**config.mk**
```make
export PLATFORM = sky130hd
export DESIGN_NAME = iqsc_ctrl
export DESIGN_NICKNAME = d
export VERILOG_FILES = /design/src/rtl/iqsc_pkg.sv /design/src/rtl/iqsc_ctrl.sv
export SDC_FILE = /design/constraint.sdc
export NUM_CORES = 1
export LEC_CHECK = 0
export BUFFER_PORTS_ARGS = -buffer_cell sky130_fd_sc_hd__buf_4
export CAP_MARGIN = 20
export CORE_AREA = 3 3 40 42
export CTS_CLUSTER_DIAMETER = 120
export DETAILED_ROUTE_END_ITERATION = 6
export DIE_AREA = 0 0 43 45
export REMOVE_ABC_BUFFERS = 1
export SLEW_MARGIN = 0
export SYNTH_ARGS = -nofsm -noshare
export SYNTH_HDL_FRONTEND = slang
export SYNTH_SLANG_ARGS = --single-unit
```
**constraint.sdc**
```tcl
create_clock -name clk -period 3.05 [get_ports clk]
set_input_delay 0.4575 -clock clk [delete_from_list [all_inputs] [get_ports clk]]
set_output_delay 0.4575 -clock clk [all_outputs]
set_load 0.02 [all_outputs]
```
**src/rtl/iqsc_pkg.sv**
```systemverilog
// Package with the shared constants, codes and control types of the index queue.
`default_nettype none
package iqsc_pkg;

  localparam int CAP_LOG2  = 10;
  localparam int DEPTH     = 1 << CAP_LOG2;
  localparam int PTR_W     = CAP_LOG2 + 1;
  localparam int ADDR_W    = 32;
  localparam int SIZE_W    = 16;
  localparam int FAIL_W    = 31;
  localparam int PROD_W    = CAP_LOG2 + SIZE_W;
  localparam int DIV_CNT_W = $clog2(ADDR_W);
  localparam int CFG_IDX_W = 1;

  localparam logic [FAIL_W-1:0]    FAIL_MAX     = {FAIL_W{1'b1}};
  localparam logic [DIV_CNT_W-1:0] DIV_LAST     = DIV_CNT_W'(ADDR_W - 1);

  localparam logic [1:0] KIND_ADD     = 2'd0;
  localparam logic [1:0] KIND_GET     = 2'd1;
  localparam logic [1:0] KIND_ADD_DEC = 2'd2;
  localparam logic [1:0] KIND_GET_INC = 2'd3;

  localparam logic [CFG_IDX_W-1:0] REG_BASE_ADDRESS = 1'd0;
  localparam logic [CFG_IDX_W-1:0] REG_ENTRY_BYTES  = 1'd1;

  typedef enum logic [1:0] {
    STATUS_DONE     = 2'd0,
    STATUS_EMPTY    = 2'd1,
    STATUS_BAD_ADDR = 2'd2,
    STATUS_FULL     = 2'd3
  } status_t;

  typedef enum logic [2:0] {
    ST_IDLE,
    ST_DIV,
    ST_CHECK,
    ST_GET,
    ST_MUL,
    ST_SUM,
    ST_DONE
  } state_t;

  typedef struct packed {
    logic load;
    logic div_step;
    logic add_commit;
    logic get_issue;
    logic mul;
    logic sum;
    logic deliver;
  } cmd_t;

  typedef struct packed {
    logic empty;
  } sts_t;

endpackage
`default_nettype wire

```
**src/rtl/iqsc_ctrl.sv**
```systemverilog
// Controller state machine that sequences the index queue datapath.
`default_nettype none
module iqsc_ctrl
  import iqsc_pkg::*;
(
  input  wire logic       clk,
  input  wire logic       rst_n,
  input  wire logic       in_valid,
  input  wire logic [1:0] in_kind,
  output logic            in_stall,
  output logic            out_valid,
  input  wire logic       out_stall,
  input  wire sts_t       sts,
  output cmd_t            cmd
);

  state_t               state_r;
  state_t               state_nxt;
  logic [DIV_CNT_W-1:0] cnt_r;
  logic [DIV_CNT_W-1:0] cnt_nxt;
  logic                 out_valid_r;
  logic                 out_valid_nxt;
  logic                 slot_free;

  assign out_valid = out_valid_r;
  assign in_stall  = (state_r != ST_IDLE);
  assign slot_free = !out_valid_r || !out_stall;

  always_ff @(posedge clk) begin
    if (!rst_n) begin
      state_r     <= ST_IDLE;
      cnt_r       <= '0;
      out_valid_r <= 1'b0;
    end else begin
      state_r     <= state_nxt;
      cnt_r       <= cnt_nxt;
      out_valid_r <= out_valid_nxt;
    end
  end

  always_comb begin
    state_nxt     = state_r;
    cnt_nxt       = cnt_r;
    cmd           = '0;
    out_valid_nxt = out_valid_r && out_stall;
    case (state_r)
      ST_IDLE: begin
        if (in_valid) begin
          cmd.load  = 1'b1;
          cnt_nxt   = '0;
          state_nxt = (in_kind == KIND_GET || in_kind == KIND_GET_INC) ? ST_GET : ST_DIV;
        end
      end
      ST_DIV: begin
        cmd.div_step = 1'b1;
        cnt_nxt      = cnt_r + DIV_CNT_W'(1);
        if (cnt_r == DIV_LAST) begin
          state_nxt = ST_CHECK;
        end
      end
      ST_CHECK: begin
        cmd.add_commit = 1'b1;
        state_nxt      = ST_DONE;
      end
      ST_GET: begin
        cmd.get_issue = 1'b1;
        state_nxt     = sts.empty ? ST_DONE : ST_MUL;
      end
      ST_MUL: begin
        cmd.mul   = 1'b1;
        state_nxt = ST_SUM;
      end
      ST_SUM: begin
        cmd.sum   = 1'b1;
        state_nxt = ST_DONE;
      end
      ST_DONE: begin
        if (slot_free) begin
          cmd.deliver   = 1'b1;
          out_valid_nxt = 1'b1;
          state_nxt     = ST_IDLE;
        end
      end
      default: begin
        state_nxt = ST_IDLE;
      end
    endcase
  end

endmodule
`default_nettype wire

```
-- Word-level counts from Yosys, hierarchy flattened
Cells that the tools add are included.
- register bits: 9
- word-level logic and storage cells: 46
- $add $sub $neg: 1
- muxes and demuxes: 19
- reduce and logical (&&, ||, !) cells: 11
- equality and inequality tests: 12
- operators with widths (operator ; number):
    $pmux 3 s6 ; 1
    $mux 1 ; 11
    $pmux 5 s2 ; 1
    $eq 3x3->1 const B ; 3
    $mux 3 ; 3
    $eq 3x2->1 const B ; 2
    $ne 2x2->1 const B ; 3
    $add 5x1->5 const B ; 1
    $eq 5x5->1 const B ; 1
    $mux 5 ; 1
    $mux 2 ; 2
    $eq 3x1->1 const B ; 1
    $logic_not 3->1 ; 1
    $reduce_and 3->1 ; 1
    $reduce_bool 3->1 ; 1
    $eq 2x1->1 const B ; 1
    $eq 2x2->1 const B ; 1
    $logic_not 1->1 ; 2
    $logic_or 1x1->1 ; 2
    $reduce_and 2->1 ; 1
    $reduce_bool 2->1 ; 1
    $reduce_or 2->1 ; 1
    $logic_and 1x1->1 ; 1

-- Longest topological paths before layout
Gate-level depths: netlist of the first run.
- depth in word-level cells: 5
- depth in mapped cells: 6
- depth with buffers taken out: 6

-- Worst setup path after synthesis of the first run
OpenSTA, ideal clock, no wires.
- kind: register -> output
- start: register state_r[0]
- end: output cmd[6] (netlist bit)
- slack: 1305 ps
- cell stages (with the launch flop): 4
- path buffers: 1
- arrival: 1288 ps
- cell sequence: dfxtp_1 -> clkbuf_1 -> or3_1 -> nor2_1
- RTL lines (element ; line ; RTL):
    start: declaration ; iqsc_ctrl.sv:17 ; state_t state_r;
    start signal: assignment ; iqsc_ctrl.sv:35 ; state_r <= state_nxt;
    end: declaration ; iqsc_ctrl.sv:14 ; output cmd_t cmd

==> flow_summary.json, run 1 <==
{
  "status": "completed",
  "synthesis.area_um2": 495,
  "slew_headroom_pct": 72.2,
  "synth_ff_type": "dfxtp_1",
  "yosysSeqAreaShare_pct": 36.4,
  "grt_first_pass_wirelength_mm": 1.59,
  "rsz0062_at_grt": "no",
  "grt_max_degree": 15,
  "dp_cells": 84,
  "combPwrFrac_pct": 26.2,
  "antenna_cells": 0,
  "critPathKind": "reg2out",
  "first_global_vias": 357,
  "worst_clock_skew_ns": 0.00309,
  "crit_required_ns": 2.59,
  "postCtsResizedCells": 0,
  "critPathCaptureType": "output port",
  "die_area_mm2": 0.00194,
  "switching_share_pct": 32.8,
  "post-synth-top-area-fraction_pct": 36.4,
  "internal_power_mw": 0.214,
  "p_leak_nw": 0.267,
  "synthTopCellsByArea": "dfxtp_1 (36%), a21oi_1 (5.1%), ha_1 (5.1%), and3_1 (3.8%), nand2_1 (3.8%)",
  "antenna_left": 0,
  "num_io_pins": 16,
  "critPathBufInv": 1,
  "max-clock-path-buffers": 2,
  "hp-class": "in2reg",
  "clkPwrFrac_pct": 28.6,
  "antenna_found_initial": 0,
  "max_freq_mhz": 529,
  "crit_arrival_ns": 1.43,
  "rows": 13,
  "cts_made_buffers": 3,
  "drt_iter0_drc": 9,
  "p_per_area_mw_per_mm2": 510,
  "fin_tns_setup_ns": 0,
  "ir_drop_uv": 255,
  "synth_edf_count": 0,
  "cts_sinks": 9,
  "netlist_instances": 58,
  "cap_viol_max_count": 0,
  "seq_power_share_pct": 45.1,
  "fin_crit_sh_pct": 62.0,
  "insertion_delay_ns": 0.26,
  "setup_violations": 0,
  "core_mm2": 0.00128,
  "synthArstFlopShare_pct": 0,
  "yosysTopAreaCell": "dfxtp_1",
  "cpPeakStageDelay_ns": 0.55,
  "path_cells": "nor3b_4 > buf_4",
  "routedWlPerCell_um": 11.7,
  "post-cts-setup-buffers": 0,
  "synth_warnings": 0,
  "worst_pin_slew_ns": 0.417,
  "postCtsHoldBufs": 0,
  "die_w_um": 43,
  "routed_via_density": 5.33,
  "whs_ns": 0.430,
  "instances_no_fill": 88,
  "yosysUniqueCellTypes": 29,
  "grtUsageTotal_pct": 11.5,
  "hold_viol_final": 0,
  "fin_crit_ns": 1.89,
  "crit_slowest_cell": "dfxtp_1",
  "start_util_pct": 38.6,
  "finalWirelength_mm": 1.03,
  "cp_top_family": "flip-flops",
  "cp_max_fo": 14,
  "start_kind": "flip-flop",
  "drive_above_1_share_pct": 27.4,
  "cts_max_level": 1,
  "vias": 469,
  "fin_nets": 83,
  "cts_tree": "built",
  "p_switching_mw": 0.105,
  "cts.reportedPaths.clkPinSlew_ns": 0.06,
  "syn_area_per_cell_um2": 8.54,
  "io_buffers": 14,
  "root_buffer": "clkbuf_4",
  "report.final.slew_viol_count": 0,
  "grt_overflow_total": 0,
  "synth-seq-cells": 9,
  "drt-pass1-iter-count": 4,
  "areaGrowthSynthToFinish_pct": 26.3,
  "hpwl_um": 745,
  "drc": 0,
  "fp.dieH_um": 45,
  "gp_congestion": 0.725,
  "nFillCells": 126
}
==> through the flow <==
step / instance area (µm²) / utilization [%] / setup WS, ns / total power [mW]
2_1_floorplan: 475 / - / 1.40 / 0.197
3_3_place_gp: 599 / 46.6 / 1.44 / 0.230
3_5_place_dp: 599 / 46.6 / 1.45 / 0.230
4_1_cts: 626 / 48.7 / 1.16 / 0.323
5_1_grt: 626 / 48.7 / 1.08 / 0.340
6_report: 626 / 48.7 / 1.16 / 0.319
==> synth_stat cells, types with 2 or more instances <==
cell type  count
nor3_1         3
nand2_1        5
ha_1           2
inv_1          2
o211ai_1       2
o21ai_1        3
nor2_1         4
dfxtp_1        9
nor3b_1        2
a21oi_1        5
and3_1         3
==> logic make-up after synthesis <==
kind of cell               share of synthesized area, %
and+or+nand+nor                                    28.0
AOI/OAI and AO/OA                                  24.2
DFF                                                36.4
buffers and inverters                              6.31
adders and majority gates                          5.05
==> sequential cells by signal (all words and copies together), names as in the netlist <==
name / count
state_r: 3
out_valid: 1
cnt_r: 5
==> worst register-to-register path, delay by kind of cell (launching register included) <==
kind	cells	cell delay, ns
adder cells (fa/ha/maj)	2	0.40
AO/OA/AOI/OAI	3	0.48
flip-flops	1	0.35
AND/OR/NAND/NOR	1	0.19
==> cell usage in the layout, fill, tap and decap left out <==
master     instances
or3_1              1
nand2b_1           1
inv_2              1
a21oi_1            5
nand3b_1           1
o31ai_1            1
a31o_1             1
clkbuf_4           3
a211oi_1           1
a41oi_1            1
a311oi_1           1
nor3b_1            2
nand3_1            1
dfxtp_1            9
o2bb2ai_1          1
ha_1               2
nand2_1            5
nor2b_1            1
o211ai_1           2
buf_4             14
a311oi_2           1
o21ai_1            3
nor3_1             3
nor2_1             4
nor3b_4            1
and3_1             3
inv_1              2
clkbuf_1           1
or2_1              1
==> area by class of cell <==
class / count / area [µm²] / share of cell area (%)
inverters: 3 / 11.3 / 1.80
multi-input cells: 43 / 284 / 45.4
well taps: 15 / 18.8 / 3.00
clock buffers: 4 / 26.3 / 4.20
flip-flops and latches: 9 / 180 / 28.8
repair buffers: 14 / 105 / 16.8
==> routing by layer <==
layer	vias to the layer above	track usage (%)	wire (µm)
met1	211	14.1	492
met4	0	5.42	12
li1	244	-	-
met5	-	0	0
met2	12	15.9	450
met3	2	7.17	72
==> worst paths after layout <==
| check | startpoint | endpoint | slack (ns) | cells after the start |
|---|---|---|---|---|
| worst min register to register | cnt_r[4] | cnt_r[4] | 0.49 | 2 |
| worst max-delay path | state_r[0] | cmd[5] | 1.16 | 2 |
| worst min-delay path | rst_n | state_r[1] | 0.43 | 2 |
| worst max register to register | cnt_r[0] | state_r[1] | 1.53 | 6 |
==> power groups by stage <==
stage | sequential, mW | combinational [mW] | clock, mW
finish | 0.144 | 0.0837 | 0.0914
global route | 0.146 | 0.0912 | 0.103
CTS | 0.143 | 0.0844 | 0.0953
detailed placement | 0.146 | 0.0844 | 0
global placement | 0.146 | 0.0839 | 0
floorplan | 0.142 | 0.0547 | 0
Note: power is estimated with default switching activity, not from simulation.
==> run 2: changes to the inputs <==
==> constraint.sdc (replaced) <==
create_clock -name clk -period 1.6 [get_ports clk]
set_input_delay 0.24 -clock clk [delete_from_list [all_inputs] [get_ports clk]]
set_output_delay 0.24 -clock clk [all_outputs]
set_load 0.02 [all_outputs]
==> flow_summary.json, run 2 (synthesis gave the netlist of run 1 again) <==
{
  "seq_power_share_pct": 43.9,
  "cts_made_buffers": 3,
  "rsz0062_at_grt": "no",
  "status": "completed",
  "crit_arrival_ns": 1.67,
  "routedWlPerCell_um": 11.7,
  "p_per_area_mw_per_mm2": 964,
  "p_switching_mw": 0.198,
  "cts_sinks": 9,
  "antenna_left": 0,
  "drt-pass1-iter-count": 4,
  "io_buffers": 14,
  "instances_no_fill": 89,
  "ir_drop_uv": 282,
  "grt_overflow_total": 0,
  "nFillCells": 132,
  "num_io_pins": 16,
  "worst_clock_skew_ns": 0.00561,
  "whs_ns": 0.213,
  "setup_ws_ns": 0.0831,
  "root_buffer": "clkbuf_4",
  "worst_pin_slew_ns": 0.318,
  "top_register": "cnt_r",
  "die_w_um": 43,
  "drt_iter0_drc": 8,
  "rows": 13,
  "antenna_cells": 0,
  "internal_power_mw": 0.415,
  "max_freq_mhz": 659,
  "max-clock-path-buffers": 2,
  "fin_nets": 84,
  "post-cts-setup-buffers": 0,
  "cp_max_fo": 5,
  "cts_tree": "built",
  "vias": 454,
  "cts_max_level": 1,
  "postCtsResizedCells": 0,
  "hold_viol_final": 0,
  "routed_via_density": 5.10,
  "mostFrequentLayoutCell": "buf_4",
  "fin_crit_sh_pct": 94.8,
  "first_global_vias": 390,
  "clkPwrFrac_pct": 28.3,
  "dpl_worst_slack_ns": 0.0925,
  "critPathCaptureType": "flip-flop",
  "mostFrequentLayoutCells": "buf_4 (15), dfxtp_1 (7), a21oi_1 (5), nand2_1 (5), nor2_1 (4)",
  "switching_share_pct": 32.4,
  "grt_first_pass_wirelength_mm": 1.73,
  "critPathKind": "reg2reg",
  "crit_required_ns": 1.75,
  "start_kind": "flip-flop",
  "gp_congestion": 0.776,
  "largest_reg_flops": 5,
  "final-seq-area_um2": 183,
  "dp_cells": 85,
  "grtUsageTotal_pct": 12.1,
  "insertion_delay_ns": 0.26,
  "start_util_pct": 38.6,
  "cap_viol_max_count": 0,
  "finalWirelength_mm": 1.04,
  "setup_violations": 0,
  "hpwl_um": 773,
  "die_area_mm2": 0.00194,
  "p_leak_nw": 0.273,
  "fin_tns_setup_ns": 0,
  "multi_input_area_um2": 284,
  "fp.dieH_um": 45,
  "areaGrowthSynthToFinish_pct": 28.3,
  "combPwrFrac_pct": 27.8,
  "antenna_found_initial": 0,
  "cts.reportedPaths.clkPinSlew_ns": 0.06,
  "fin_crit_ns": 1.52,
  "slew_headroom_pct": 78.8,
  "report.final.slew_viol_count": 0,
  "drive_above_1_share_pct": 31.1,
  "hp-class": "in2reg",
  "core_mm2": 0.00128,
  "drc": 0,
  "postCtsHoldBufs": 0,
  "grt_max_degree": 13
}
## run 2: critical path, cell delays in order (launching register included)
cell and delay [ns]:
dfxtp_1 0.35, ha_1 0.23, and3_1 0.19, ha_1 0.18, o21ai_1 0.15, o211ai_1 0.11, a31o_1 0.21
## run 2: final timing paths
| check | from | to | slack, ns | cells past startpoint |
|---|---|---|---|---|
| max | cnt_r[0] | state_r[1] | 0.08 | 6 |
| min | rst_n | state_r[1] | 0.21 | 2 |
| min reg2reg | cnt_r[4] | cnt_r[4] | 0.49 | 2 |
| max reg2reg | cnt_r[0] | state_r[1] | 0.08 | 6 |
## run 2: per-stage QoR
| stage | total power [mW] | utilization (%) | instance area [µm²] |
|---|---|---|---|
| final | 0.613 | 49.5 | 636 |
| after detailed placement | 0.444 | 47.2 | 607 |
| after floorplan | 0.375 | - | 475 |
| after global routing | 0.652 | 49.5 | 636 |
| after global placement | 0.445 | 47.2 | 607 |
| after CTS | 0.623 | 49.3 | 633 |
## run 2: power by group through the flow
stage / sequential [mW] / clock, mW / combinational, mW
floorplan: 0.270 / 0 / 0.104
global placement: 0.272 / 0 / 0.172
detailed placement: 0.272 / 0 / 0.172
CTS: 0.267 / 0.184 / 0.172
global route: 0.272 / 0.194 / 0.186
finish: 0.269 / 0.173 / 0.170
## run 2: area by class of cell
cell class / instances / share of cell area (%)
Inverter: 3 / 1.77
Multi-Input combinational cell: 43 / 44.7
Clock buffer: 4 / 4.13
Timing Repair Buffer: 15 / 17.7
Tap cell: 15 / 2.95
Sequential cell: 9 / 28.7
## run 2: metal layers
layer / routed length, µm / vias to the layer above / GRT usage [%]
met5: 0 / - / 0
met4: 0 / 0 / 3.61
met3: 77 / 0 / 5.98
met2: 457 / 12 / 18.3
met1: 503 / 195 / 15.3
li1: - / 247 / -
==> run 3: changes to the inputs <==
--- a/config.mk
+++ b/config.mk
@@ -11,8 +11,7 @@
 export CTS_CLUSTER_DIAMETER = 120
 export DETAILED_ROUTE_END_ITERATION = 6
 export DIE_AREA = 0 0 43 45
-export REMOVE_ABC_BUFFERS = 1
-export SLEW_MARGIN = 0
+export SLEW_MARGIN = 25
 export SYNTH_ARGS = -nofsm -noshare
 export SYNTH_HDL_FRONTEND = slang
 export SYNTH_SLANG_ARGS = --single-unit
==> flow_summary.json, run 3 (synthesis gave the netlist of run 1 again) <==
{
  "ir_drop_uv": 454,
  "hold_viol_final": 0,
  "grt_first_pass_wirelength_mm": 1.81,
  "drt-pass1-iter-count": 4,
  "worst_pin_slew_ns": 0.365,
  "grt_overflow_total": 0,
  "top_register": "cnt_r",
  "grtUsageTotal_pct": 12.6,
  "postCtsResizedCells": 0,
  "mostFrequentLayoutCells": "buf_4 (13), dfxtp_1 (6), a21oi_1 (5), nand2_1 (5)",
  "insertion_delay_ns": 0.26,
  "gp_congestion": 0.759,
  "first_global_vias": 404,
  "instances_no_fill": 89,
  "drt_iter0_drc": 6,
  "postCtsHoldBufs": 0,
  "worst_clock_skew_ns": 0.00317,
  "antenna_cells": 0,
  "fin_nets": 84,
  "start_kind": "flip-flop",
  "num_io_pins": 16,
  "crit_end": "cmd[6]",
  "rr_startpoint": "cnt_r[0]",
  "fp.dieH_um": 45,
  "die_w_um": 43,
  "fin_crit_sh_pct": 98.3,
  "routedWlPerCell_um": 12.0,
  "dpl_worst_slack_ns": 0.0924,
  "status": "completed",
  "fin_crit_ns": 1.57,
  "finalWirelength_mm": 1.07,
  "io_buffers": 14,
  "vias": 464,
  "crit_required_ns": 1.36,
  "antenna_left": 0,
  "crit_arrival_ns": 1.33,
  "report.final.slew_viol_count": 0,
  "post-cts-setup-buffers": 0,
  "p_leak_nw": 0.277,
  "cap_viol_max_count": 0,
  "drive_above_1_share_pct": 36.5,
  "cts_sinks": 9,
  "r2r_end": "state_r[1]",
  "cp_max_fo": 13,
  "dp_cells": 85,
  "antenna_found_initial": 0,
  "max-clock-path-buffers": 2,
  "cts_max_level": 1,
  "worstRegToRegCells": 6,
  "max_freq_mhz": 636,
  "start_util_pct": 38.6,
  "drc": 0,
  "synthesis.nets": 67,
  "critPathCaptureType": "output port",
  "critPathKind": "reg2out",
  "largest_reg_flops": 5,
  "root_buffer": "clkbuf_4",
  "worstSetupStartpoint": "state_r[0]",
  "mostFrequentLayoutCell": "buf_4",
  "routed_via_density": 5.21,
  "cts_made_buffers": 3,
  "core_mm2": 0.00128,
  "slew_headroom_pct": 75.6,
  "rows": 13,
  "cts.reportedPaths.clkPinSlew_ns": 0.06,
  "die_area_mm2": 0.00194,
  "hp-class": "in2reg",
  "p_per_area_mw_per_mm2": 968,
  "rsz0062_at_grt": "yes",
  "areaGrowthSynthToFinish_pct": 33.3,
  "setup_ws_ns": 0.0269,
  "grt_max_degree": 14,
  "cts_tree": "built",
  "r2r_setup_slack_ns": 0.11,
  "hpwl_um": 758,
  "setup_violations": 0
}
==> run 3: cell counts in the layout (fill, tap and decap cells not counted) <==
No cell type changed its count.
==> run 3: layer usage <==
metal | wire length (µm) | vias up | GRT usage [%]
met5 | 0 | - | 0
met4 | 8 | 0 | 1.81
met3 | 54 | 2 | 5.98
met2 | 483 | 8 | 18.0
met1 | 518 | 205 | 17.8
li1 | - | 249 | -
==> run 3: worst max-delay path, stage by stage, from the launching register on <==
cell and delay [ns]:
dfxtp_2 0.32, buf_6 0.13, or3_4 0.38, nor2_4 0.11
buf_6 0.11
==> run 3: area by class of cell <==
cell class	instances	area, µm²
tap	15	18.8
fill	137	624
clock buffer	4	26.3
multi-input combinational	43	300
timing repair buffer	15	120
inverter	3	11.3
sequential	9	184
==> run 3: where the power goes <==
group / internal (mW) / total [mW] / leakage, nW / switching [mW]
clock network: 0.0963 / 0.178 / 0.0150 / 0.0818
registers: 0.241 / 0.268 / 0.0743 / 0.0270
logic: 0.0909 / 0.193 / 0.187 / 0.102
==> run 3: worst min path at each step <==
stage,from,cells past startpoint,slack (ns),to
2_1_floorplan,rst_n,1,0.37,state_r[1]
3_3_place_gp,cnt_r[4],2,0.48,cnt_r[4]
3_5_place_dp,cnt_r[4],2,0.48,cnt_r[4]
4_1_cts,rst_n,2,0.21,state_r[1]
5_1_grt,rst_n,2,0.21,state_r[1]
6_report,rst_n,2,0.22,state_r[1]
==> run 3: stage by stage <==
stage | cell area, µm² | total power, mW | utilization [%] | setup TNS, ns | hold WS (ns)
final | 661 | 0.639 | 51.4 | 0 | 0.218
after global routing | 661 | 0.677 | 51.4 | -0.0214 | 0.215
after CTS | 633 | 0.624 | 49.3 | 0 | 0.212
after detailed placement | 607 | 0.444 | 47.2 | 0 | 0.481
after global placement | 607 | 0.444 | 47.2 | 0 | 0.476
after floorplan | 495 | 0.385 | - | 0 | 0.375
